===== config.mk =====
export PLATFORM = sky130hd
export DESIGN_NAME = snh_queue
export DESIGN_NICKNAME = d
export VERILOG_FILES = /design/src/snh_pkg.sv /design/src/snh_queue.sv
export SDC_FILE = /design/constraint.sdc
export NUM_CORES = 1
export LEC_CHECK = 0
export ABC_AREA = 1
export BUFFER_PORTS_ARGS = -buffer_cell sky130_fd_sc_hd__buf_2
export CAP_MARGIN = 20
export CORE_MARGIN = 2
export CORE_UTILIZATION = 25
export DETAILED_ROUTE_END_ITERATION = 10
export PLACE_DENSITY_LB_ADDON = 0.12
export SLEW_MARGIN = 20
export SYNTH_ARGS = -nofsm -noshare
export SYNTH_HDL_FRONTEND = slang
export SYNTH_SLANG_ARGS = --single-unit

===== constraint.sdc =====
create_clock -name clk -period 2.6 [get_ports clk]
set_clock_uncertainty 0.2 [all_clocks]
set_input_delay 0.65 -clock clk [delete_from_list [all_inputs] [get_ports clk]]
set_output_delay 0.65 -clock clk [all_outputs]
set_load 0.005 [all_outputs]

===== src/snh_pkg.sv =====
// Shared types and constants for the Sobel height-map normal generator.
// No dependencies; every module in src imports this package.
package snh_pkg;

	localparam int CFG_DATA_W  = 16;
	localparam int CFG_IDX_W   = 2;
	localparam int DISP_W      = 16;
	localparam int POS_W       = 10;
	localparam int OUT_W       = 16;
	localparam int QUEUE_DEPTH = 4;
	localparam int NORM_W      = 31;
	localparam int SQ_W        = 64;
	localparam int ROOT_W      = 32;
	localparam int QUOT_W      = 17;
	localparam int DIV_W       = 50;
	localparam int STEP_W      = 6;
	localparam int ROOT_STEPS  = 32;
	localparam int DIV_STEPS   = 17;
	localparam logic [QUOT_W-1:0] Q15_MAX = QUOT_W'(32767);

	typedef enum logic [CFG_IDX_W-1:0] {
		REG_MAP_WIDTH    = 2'd0,
		REG_MAP_HEIGHT   = 2'd1,
		REG_DISPLACEMENT = 2'd2
	} cfg_reg_t;

	typedef struct packed {
		logic [POS_W-1:0] column;
		logic [POS_W-1:0] row;
		logic             last;
	} pos_t;

	typedef enum logic [2:0] {
		B_IDLE,
		B_MUL,
		B_NORM,
		B_SQ,
		B_SQRT,
		B_PREP,
		B_DIV,
		B_DONE
	} back_state_t;

	function automatic logic [OUT_W-1:0] to_q15(input logic neg, input logic [QUOT_W-1:0] quo);
		logic [OUT_W-1:0] mag;
		mag = (quo > Q15_MAX) ? OUT_W'(Q15_MAX) : OUT_W'(quo);
		return neg ? (OUT_W'(0) - mag) : mag;
	endfunction

endpackage


===== src/snh_queue.sv =====
// Short job queue between front and back ends.
// Uses snh_pkg for the depth.
module snh_queue
	import snh_pkg::*;
#(
	parameter int DW = 8
) (
	input  logic                             clk,
	input  logic                             arst_n,
	input  logic                             push,
	input  logic [DW-1:0]                    push_data,
	input  logic                             pop,
	output logic [DW-1:0]                    pop_data,
	output logic [$clog2(QUEUE_DEPTH+1)-1:0] count,
	output logic                             empty
);

	localparam int PW = $clog2(QUEUE_DEPTH);
	localparam int QCW = $clog2(QUEUE_DEPTH + 1);

	logic [DW-1:0] entries_q [QUEUE_DEPTH];
	logic [PW-1:0] wr_ptr_q, rd_ptr_q;
	logic [QCW-1:0] count_q;

	assign count    = count_q;
	assign empty    = (count_q == '0);
	assign pop_data = entries_q[rd_ptr_q];

	always_ff @(posedge clk) begin
		if (push) begin
			entries_q[wr_ptr_q] <= push_data;
		end
	end

	always_ff @(posedge clk or negedge arst_n) begin
		if (!arst_n) begin
			wr_ptr_q <= '0;
			rd_ptr_q <= '0;
			count_q  <= '0;
		end else begin
			if (push) begin
				wr_ptr_q <= wr_ptr_q + PW'(1);
			end
			if (pop) begin
				rd_ptr_q <= rd_ptr_q + PW'(1);
			end
			count_q <= count_q + QCW'(push) - QCW'(pop);
		end
	end

`ifndef SYNTHESIS
	a_no_overflow: assert property (@(posedge clk) disable iff (!arst_n)
		push |-> (count_q < QCW'(QUEUE_DEPTH)))
		else $error("queue push while full");
	a_no_underflow: assert property (@(posedge clk) disable iff (!arst_n)
		pop |-> (count_q != '0))
		else $error("queue pop while empty");
	a_ptr_track: assert property (@(posedge clk) disable iff (!arst_n)
		(count_q == '0) |-> (wr_ptr_q == rd_ptr_q))
		else $error("queue pointers disagree with count");
`endif

endmodule


==> impl_results.md, run 1 <==
* Min Clock Period, post-route at 2370 ps
* Inst Count DP at 286
* Site row count at 30
* Post-synth top area share at 53.48%
* Root buf cell: clkbuf_8
* Peak supply drop at 0.3726 mV
* Final Worst Setup Slack at 230.1 ps
* Final Power at 2.090 mW
* Worst slew pin tran at 527.3 ps
* Post-CTS Resized at 0
* Leakage at 1.012 nW
* Pin count of the biggest net entering global routing at 17
* Final Setup Violations at 0
* Power Density at 998.0 nW/um2
* Mean post-synth cell area at 10.57 um2
* Mapped Nets at 189
* Total core area at 6869 um2
* Post-synthesis cell count at 170
* Worst-case clock buffer depth at 2
* Number of global-route vias before repair at 1,064
* Vias per cell at 3.610
* Worst setup SP type: flop
* Setup Total Neg Slack at 0 ps
* Worst EP required at 1750 ps
* GRT Resource Usage Total at 9.279%
* Final Max Tran Viols at 0
* Setup bufs post-CTS at 0
* Mapped cell area at 1797 um2
* Critical path type: reg2out
* Core Util, Final at 30.49%
* Initial core utilization at 26.16%
* #FFs+latches synth at 39
* Gp weighted congestion at 0.6599
* First-pass GRT wire length at 5.147 mm
* Die Y at 88.78 um
* RSZ-0062 raised after global routing: false
* # hold bufs at CTS at 1
* Crit path DAT at 1520 ps
* Worst-path clk slew at 70 ps
* 1st-iter DRT viols at 55
* Num ports at 24
* Pre-antenna DRT Iters at 4
* Netlist cell types at 18
* H-tree levels at 2
* Drt total wl at 3.213 mm
* Setup crit end kind: primary output
* # DRC at 0
* # port buffers at 23
* Max_slew headroom at 64.85%
* Antenna diode count at 0
* Fillers at 719
* Initial antenna violation count at 0
* Worst-path fanout max at 12
* Die ar. at 7881 um2
* Max-cap check violation count at 0
* Placed inst area at 1994 um2
* CTS tree: done
* Area occupied by multi-input gates at 434.2 um2
* Routed WL per cell at 10.89 um
* Placed wire-length estimate at 2.246 mm
* Post-Place Setup Slack at 490.0 ps
* Overflow after GRT at 0
* Post-synth top area cell: edfxtp_1
* Hold crit path type: reg2reg
* Seq/Total Area, Yosys at 63.23%
* Worst-skew pair later-pin latency at 280 ps
* Share of layout cells above drive strength 1 at 20.60%
* Syn. warnings at 0
* Vias at 1,065
* Antenna viol nets, final at 0
* Final std cells w/o fill at 295
* Area grow syn2layout at 16.57%
* FF+latch area at 1136 um2
* Hold slack at 330.0 ps
* Top FF cell, synth: edfxtp_1
* Post-synth EDFFs at 32
* Fmax at 422.0 MHz
* Hold Vio Cnt, Final at 0
* TritonCTS Buffers at 5
* Design Area, Final at 2095 um2
* Async SR Flop Fraction at 17.95%
* Largest cells by area after synthesis: edfxtp_1, dfrtp_1, inv_1, nand2_1, nand3_1
* Status: completed
* # nets final at 217
* DIE WIDTH at 88.78 um
* TritonCTS Sinks at 39
* Most frequent cells in the layout: inv_1, nand2_1, edfxtp_1, buf_2, nand3_1
* Final period utilization at 91.15%
## worst max-delay path, cell delays in order (launching register included)
cell and delay, ps:
dfrtp_1 670, buf_4 260, nand2_1 70, nand3_1 70, nand2_1 50, buf_2 120
## cells in the mapped netlist (2+ instances only)
master / instances
dfrtp_1: 7
edfxtp_1: 32
buf_6: 2
nand3_1: 17
nand2_2: 8
inv_1: 43
ha_1: 6
xor2_1: 3
nand2_1: 43
## report_power, final
| group | switching [mW] | internal (mW) | leakage (nW) |
|---|---|---|---|
| Combinational | 0.439 | 0.296 | 0.590 |
| Clock | 0.193 | 0.212 | 0.0459 |
| Sequential | 0.112 | 0.838 | 0.376 |
## cell type report
type,instances,area share (%)
Sequential cell,39,54.24
Timing Repair Buffer,26,6.691
Multi-Input combinational cell,81,20.73
Tap cell,96,5.735
Inverter,45,8.303
Clock buffer,7,4.122
Clock inverter,1,0.1792
## path summary, 6_finish.rpt
| path | from | end | slack [ps] | cells past startpoint |
|---|---|---|---|---|
| max in group asynchronous | arst_n | rd_ptr_q[1]$_DFFE_PN0P_ | 1520 | 2 |
| min in group asynchronous | arst_n | count[1]$_DFF_PN0_ | 520 | 2 |
| hold reg to reg | wr_ptr_q[0]$_DFFE_PN0P_ | wr_ptr_q[0]$_DFFE_PN0P_ | 330 | 1 |
| setup reg to reg | count[0]$_DFF_PN0_ | count[2]$_DFF_PN0_ | 840 | 7 |
| hold / removal | wr_ptr_q[0]$_DFFE_PN0P_ | wr_ptr_q[0]$_DFFE_PN0P_ | 330 | 1 |
| setup / recovery | rd_ptr_q[0]$_DFFE_PN0P_ | pop_data[1] | 230 | 5 |
## flip-flops by register name, summed over array words and instances, names as in the netlist
register,count
entries_q,32
wr_ptr_q,2
count,3
rd_ptr_q,2
## logic make-up (layout without fill, tap and decap cells)
family | after synthesis | count (layout) | synth area share, %
XOR/XNOR | 3 | 3 | 1.463
buffers and inverters | 50 | 79 | 12.60
flip-flops | 39 | 39 | 63.23
AO/OA/AOI/OAI | 1 | 1 | 0.2783
adder cells (fa/ha/maj) | 7 | 7 | 5.292
AND/OR/NAND/NOR | 70 | 70 | 17.13
## per-layer routing
metal  wire (um)  share of wire [%]  GRT usage (%)
met3         107                3.3          2.519
met2        1589                 49          15.26
met1        1472                 46          11.21
met4          42                1.3          4.545
met5           0                  0              0
Note: power is estimated with default switching activity, not from simulation.
==> inputs of run 2 (changes only) <==
==> constraint.sdc (replaced) <==
create_clock -name clk -period 2.86 [get_ports clk]
set_clock_uncertainty 0.2 [all_clocks]
set_input_delay 0.715 -clock clk [delete_from_list [all_inputs] [get_ports clk]]
set_output_delay 0.715 -clock clk [all_outputs]
set_load 0.01 [all_outputs]
==> run 2 against run 1 <==
Net effect:
- critical path type unchanged
- critical endpoint is now pop_data[7]
- first-iteration DRC count shrank 25%
- global-route usage increased by 0.063 points
- combinational power is 4.2% lower
- total power decreased by 8.1%
- utilization shrank 0.38 points
==> impl_results.md, run 2 (synthesized netlist as in run 1, its figures left out) <==
* TritonCTS Sinks at 39 (unchanged)
* Hold crit path type: in2async (was reg2reg)
* Antenna viol nets, final at 0 (unchanged)
* # port buffers at 23 (unchanged)
* Total core area at 6869 um2 (unchanged)
* Initial core utilization at 26.16% (unchanged)
* 1st-iter DRT viols at 41 (was 55)
* Final std cells w/o fill at 293 (was 295)
* Max-cap check violation count at 0 (unchanged)
* Routed WL per cell at 10.89 um (about the same)
* Leakage at 0.9996 nW (was 1.012 nW)
* Vias per cell at 3.590 (was 3.610)
* Slowest-stage cell, CP: dfrtp_1 (unchanged)
* Power Density at 929.2 nW/um2 (was 998.0 nW/um2)
* Critical path startpoint: rd_ptr_q[0]$_DFFE_PN0P_ (unchanged)
* Final Max Tran Viols at 0 (unchanged)
* Share of layout cells above drive strength 1 at 20.30% (was 20.60%)
* Pin count of the biggest net entering global routing at 17 (unchanged)
* Final period utilization at 84.46%
* Worst setup SP type: flop (unchanged)
* Drt total wl at 3.190 mm (was 3.213 mm)
* Reg-to-reg slack, setup at 1110 ps (was 840 ps)
* # hold bufs at CTS at 0 (was 1)
* Post-CTS Resized at 0 (unchanged)
* Number of global-route vias before repair at 1,061 (was 1,064)
* Overflow after GRT at 0 (unchanged)
* Gp weighted congestion at 0.6550 (was 0.6599)
* Crit. path cell count at 5 (unchanged)
* Peak supply drop at 0.3410 mV (was 0.3726 mV)
* Status: completed (unchanged)
* Worst-path fanout max at 10 (was 12)
* RSZ-0062 raised after global routing: false (unchanged)
* RR Endpoint: count[2]$_DFF_PN0_ (unchanged)
* Top delay family on crit path: flip-flops (unchanged)
* Num ports at 24 (unchanged)
* Most common cell on crit path: nand2_1 (unchanged)
* Worst-case clock buffer depth at 2 (unchanged)
* Min Clock Period, post-route at 2416 ps
* Max FFs per register at 32 (unchanged)
* Critical Path Max Stage Delay at 610 ps (was 670 ps)
* Setup crit end kind: primary output (unchanged)
* # nets final at 215 (was 217)
* Die ar. at 7881 um2 (unchanged)
* Setup Total Neg Slack at 0 ps (unchanged)
* Final Setup Violations at 0 (unchanged)
* DIE WIDTH at 88.78 um (unchanged)
* FF-to-FF Start: count[0]$_DFF_PN0_ (unchanged)
* Most frequent cells in the layout: inv_1, nand2_1, edfxtp_1, buf_2, nand3_1 (unchanged)
* First-pass GRT wire length at 5.230 mm (was 5.147 mm)
* Root buf cell: clkbuf_8 (unchanged)
* Hold Vio Cnt, Final at 0 (unchanged)
* Antenna diode count at 0 (unchanged)
* Site row count at 30 (unchanged)
* Worst reg-to-reg path cell count at 7 (unchanged)
* TritonCTS Buffers at 5 (unchanged)
* Max_slew headroom at 70.89% (was 64.85%)
* Crit path cell chain: buf_4 > nand2_1 > nand3_1 > nand2_1 > buf_2 (unchanged)
* Pre-antenna DRT Iters at 3 (was 4)
* CP endpoint: pop_data[7] (was pop_data[1])
* Worst-skew pair later-pin latency at 290 ps (was 280 ps)
* CTS tree: done (unchanged)
* Die Y at 88.78 um (unchanged)
* GRT Resource Usage Total at 9.342% (was 9.279%)
* Buf/Inv on CP at 2 (unchanged)
* Inst Count DP at 285 (was 286)
* H-tree levels at 2 (unchanged)
* Largest Register: entries_q (unchanged)
* Setup bufs post-CTS at 0 (unchanged)
* Worst-path clk slew at 80 ps (was 70 ps)
* # DRC at 0 (unchanged)
* Worst EP required at 1950 ps (was 1750 ps)
* Crit path DAT at 1500 ps (was 1520 ps)
* Initial antenna violation count at 0 (unchanged)
* Critical path type: reg2out (unchanged)
* Vias at 1,052 (was 1,065)
* Placed wire-length estimate at 2.191 mm (was 2.246 mm)
* Fmax at 414.0 MHz
* Area grow syn2layout at 15.11% (was 16.57%)
* Worst slew pin tran at 436.7 ps (was 527.3 ps)
==> run 2: worst min-delay path by stage <==
stage,from,to,slack (ps),depth (start not counted)
after floorplan,arst_n,count[0]$_DFF_PN0_,220,0
after global placement,wr_ptr_q[0]$_DFFE_PN0P_,wr_ptr_q[0]$_DFFE_PN0P_,330,1
after detailed placement,wr_ptr_q[0]$_DFFE_PN0P_,wr_ptr_q[0]$_DFFE_PN0P_,330,1
after CTS,arst_n,count[0]$_DFF_PN0_,40,1
after global routing,arst_n,count[0]$_DFF_PN0_,30,1
final,arst_n,count[0]$_DFF_PN0_,40,1
==> run 2: per-layer routing <==
metal / vias to the layer above / GRT usage [%] / wire, um
met5: - / 0 / 0
met4: 0 / 4.545 / 59
met3: 8 / 2.519 / 127
met2: 18 / 15.33 / 1529
met1: 458 / 11.33 / 1474
li1: 568 / - / -
==> run 2: cell type report <==
| class | count | area, um2 |
|---|---|---|
| clock buffer | 7 | 76.32 |
| clock inverter | 1 | 5.005 |
| fill | 713 | 4801 |
| inverter | 45 | 173.9 |
| multi-input combinational | 81 | 434.2 |
| sequential | 39 | 1136 |
| tap | 96 | 120.1 |
| timing repair buffer | 24 | 122.6 |
==> run 2: report_power, final <==
group / total (mW) / switching [mW] / internal, mW / leakage [nW]
Combinational: 0.704 / 0.442 / 0.262 / 0.581
Clock: 0.349 / 0.178 / 0.171 / 0.0422
Sequential: 0.869 / 0.107 / 0.762 / 0.376
==> run 2: stage by stage <==
| stage | area (um2) | utilization, % | hold WS [ps] | worst slack, ps | total power, mW |
|---|---|---|---|---|---|
| finish | 2068 | 30.11 | 41.77 | 444.3 | 1.922 |
| global route | 2068 | 30.11 | 33.23 | 303.1 | 2.097 |
| CTS | 2068 | 30.11 | 40.20 | 404.8 | 1.969 |
| detailed placement | 1987 | 28.93 | 326.7 | 676.4 | 1.615 |
| global placement | 1987 | 28.93 | 328.8 | 690.1 | 1.619 |
| floorplan | 1797 | - | 219.4 | 853.8 | 1.396 |
==> inputs of run 3 (changes only) <==
==> constraint.sdc (replaced) <==
create_clock -name clk -period 2.08 [get_ports clk]
set_clock_uncertainty 0.2 [all_clocks]
set_input_delay 0.52 -clock clk [delete_from_list [all_inputs] [get_ports clk]]
set_output_delay 0.52 -clock clk [all_outputs]
set_load 0.01 [all_outputs]
==> run 3 against run 2 <==
Net effect:
- total power is 41% higher
- count of clock-buffer cells in the layout stayed put
- die area unchanged
- largest power group unchanged
- worst setup slack worse by 340 ps
- combinational power increased by 48%
- sequential power up 35%
- sequential share of layout area fell by 0.92 points
- worst hold slack improved by 200 ps
- critical endpoint unchanged
- utilization rose by 0.58 points
==> impl_results.md, run 3 (synthesized netlist as in run 1, its figures left out) <==
* Status: completed (unchanged)
* Worst setup SP type: flop (unchanged)
* Worst-skew pair later-pin latency at 280 ps (was 290 ps)
* Worst EP required at 1360 ps (was 1950 ps)
* Most frequent cells in the layout: inv_1, nand2_1, edfxtp_1, buf_2, nand3_1 (unchanged)
* Final Setup Violations at 0 (unchanged)
* Worst slew pin tran at 406.4 ps (was 436.7 ps)
* Worst-case clock buffer depth at 2 (unchanged)
* Placed wire-length estimate at 2.293 mm (was 2.191 mm)
* Comb pwr share at 38.4% (was 36.6%)
* Worst-path clk slew at 70 ps (was 80 ps)
* Max FFs per register at 32 (unchanged)
* Peak supply drop at 0.4875 mV (was 0.3410 mV)
* Power share of the sequential group at 43.0% (was 45.2%)
* Pin count of the biggest net entering global routing at 17 (unchanged)
* Most common cell on crit path: nand2_1 (unchanged)
* H-tree levels at 2 (unchanged)
* Largest Register: entries_q (unchanged)
* Max-cap check violation count at 0 (unchanged)
* Final Max Tran Viols at 0 (unchanged)
* Drt total wl at 3.247 mm (was 3.190 mm)
* Critical path type: reg2out (unchanged)
* Hold crit path type: in2reg (was in2async)
* Final period utilization at 94.78%
* Gp weighted congestion at 0.6551 (was 0.6550)
* Die Y at 88.78 um (unchanged)
* Root buf cell: clkbuf_8 (unchanged)
* Number of global-route vias before repair at 1,059 (was 1,061)
* Inst Count DP at 287 (was 285)
* Min Clock Period, post-route at 1971 ps
* Initial core utilization at 26.16% (unchanged)
* TritonCTS Buffers at 5 (unchanged)
* # port buffers at 23 (unchanged)
* Vias at 1,082 (was 1,052)
* Total core area at 6869 um2 (unchanged)
* Psw at 1.007 mW (was 726.5 uW)
* GRT Resource Usage Total at 9.398% (was 9.342%)
* Int Pwr at 1.712 mW (was 1.195 mW)
* Switching Fraction at 37.05% (was 37.80%)
* Die ar. at 7881 um2 (unchanged)
* # nets final at 218 (was 215)
* Antenna diode count at 0 (unchanged)
* Crit path DAT at 1250 ps (was 1500 ps)
* Setup Total Neg Slack at 0 ps (unchanged)
* Power Density at 1290 nW/um2 (was 929.2 nW/um2)
* Top delay family on crit path: flip-flops (unchanged)
* DIE WIDTH at 88.78 um (unchanged)
* Initial antenna violation count at 0 (unchanged)
* Final std cells w/o fill at 296 (was 293)
* # DRC at 0 (unchanged)
* Setup crit end kind: primary output (unchanged)
* RSZ-0062 raised after global routing: false (unchanged)
* Hold Vio Cnt, Final at 0 (unchanged)
* First-pass GRT wire length at 5.209 mm (was 5.230 mm)
* Clock share of power at 18.7% (was 18.2%)
* Slowest-stage cell, CP: dfrtp_2 (was dfrtp_1)
* Buf/Inv on CP at 2 (unchanged)
* Pre-antenna DRT Iters at 4 (was 3)
* Max_slew headroom at 72.88% (was 70.89%)
* Site row count at 30 (unchanged)
* Routed WL per cell at 10.97 um (was 10.89 um)
* Reg-to-reg slack, setup at 300 ps (was 1110 ps)
* Leakage at 1.018 nW (was 0.9996 nW)
* Antenna viol nets, final at 0 (unchanged)
* CTS tree: done (unchanged)
* Overflow after GRT at 0 (unchanged)
* TritonCTS Sinks at 39 (unchanged)
* Area grow syn2layout at 17.34% (was 15.11%)
* Num ports at 24 (unchanged)
* Worst-path fanout max at 10 (unchanged)
* Vias per cell at 3.655 (was 3.590)
* Crit path cell chain: buf_4 > nand2_1 > nand3_1 > nand2_1 > buf_2 (unchanged)
* Share of layout cells above drive strength 1 at 22.50% (was 20.30%)
* Fmax at 507.3 MHz
* 1st-iter DRT viols at 42 (was 41)
* Critical Path Max Stage Delay at 450 ps (was 610 ps)
[run 3: what timing repair did]
item | in CTS | in global routing
gates resized for setup | 0 | 3
buffers inserted | 0 | 0
hold buffers | 1 | 0
hold endpoints to repair | 7 | 0
endpoints found under the setup margin | 0 | 8
[run 3: cell type report]
class                      count  area [um2]
sequential                    39        1139
tap                           96       120.1
clock buffer                   7       86.33
inverter                      45       176.4
timing repair buffer          27       147.6
clock inverter                 1       5.005
fill                         730        4761
multi-input combinational     81       434.2
[run 3: path summary, 6_finish.rpt]
path                                    startpoint                       to  depth (start not counted)
max                        rd_ptr_q[0]$_DFFE_PN0P_              pop_data[7]                          5
min                                            pop  rd_ptr_q[0]$_DFFE_PN0P_                          2
max reg2reg                     count[0]$_DFF_PN0_       count[2]$_DFF_PN0_                          7
min reg2reg                wr_ptr_q[0]$_DFFE_PN0P_  wr_ptr_q[0]$_DFFE_PN0P_                          1
max in group asynchronous                   arst_n  rd_ptr_q[1]$_DFFE_PN0P_                          2
min in group asynchronous                   arst_n       count[0]$_DFF_PN0_                          2
[run 3: metrics by stage]
stage / worst slack [ps] / util (%) / area (um2) / total power, mW / hold WS, ps
global route: 7.488 / 30.69 / 2108 / 2.964 / 235.1
floorplan: 268.8 / - / 1797 / 1.920 / 24.41
global placement: 110.6 / 29.14 / 2002 / 2.259 / 163.6
CTS: 6.667 / 30.62 / 2103 / 2.778 / 236.0
detailed placement: 70.93 / 29.14 / 2002 / 2.259 / 161.7
finish: 108.6 / 30.69 / 2108 / 2.719 / 241.2
[run 3: per-layer routing]
layer | track usage, % | up-vias | part of all wire, %
li1 | - | 574 | -
met1 | 11.10 | 480 | 43
met2 | 15.40 | 22 | 50
met3 | 3.078 | 6 | 4.8
met4 | 4.545 | 0 | 2.0
met5 | 0 | - | 0
[run 3: power groups by stage]
stage / combinational, mW / sequential [mW] / clock [mW]
after floorplan: 0.779 / 1.14 / 0
after global placement: 1.08 / 1.18 / 0
after detailed placement: 1.08 / 1.18 / 0
after CTS: 1.09 / 1.16 / 0.529
after global routing: 1.20 / 1.19 / 0.570
final: 1.04 / 1.17 / 0.508
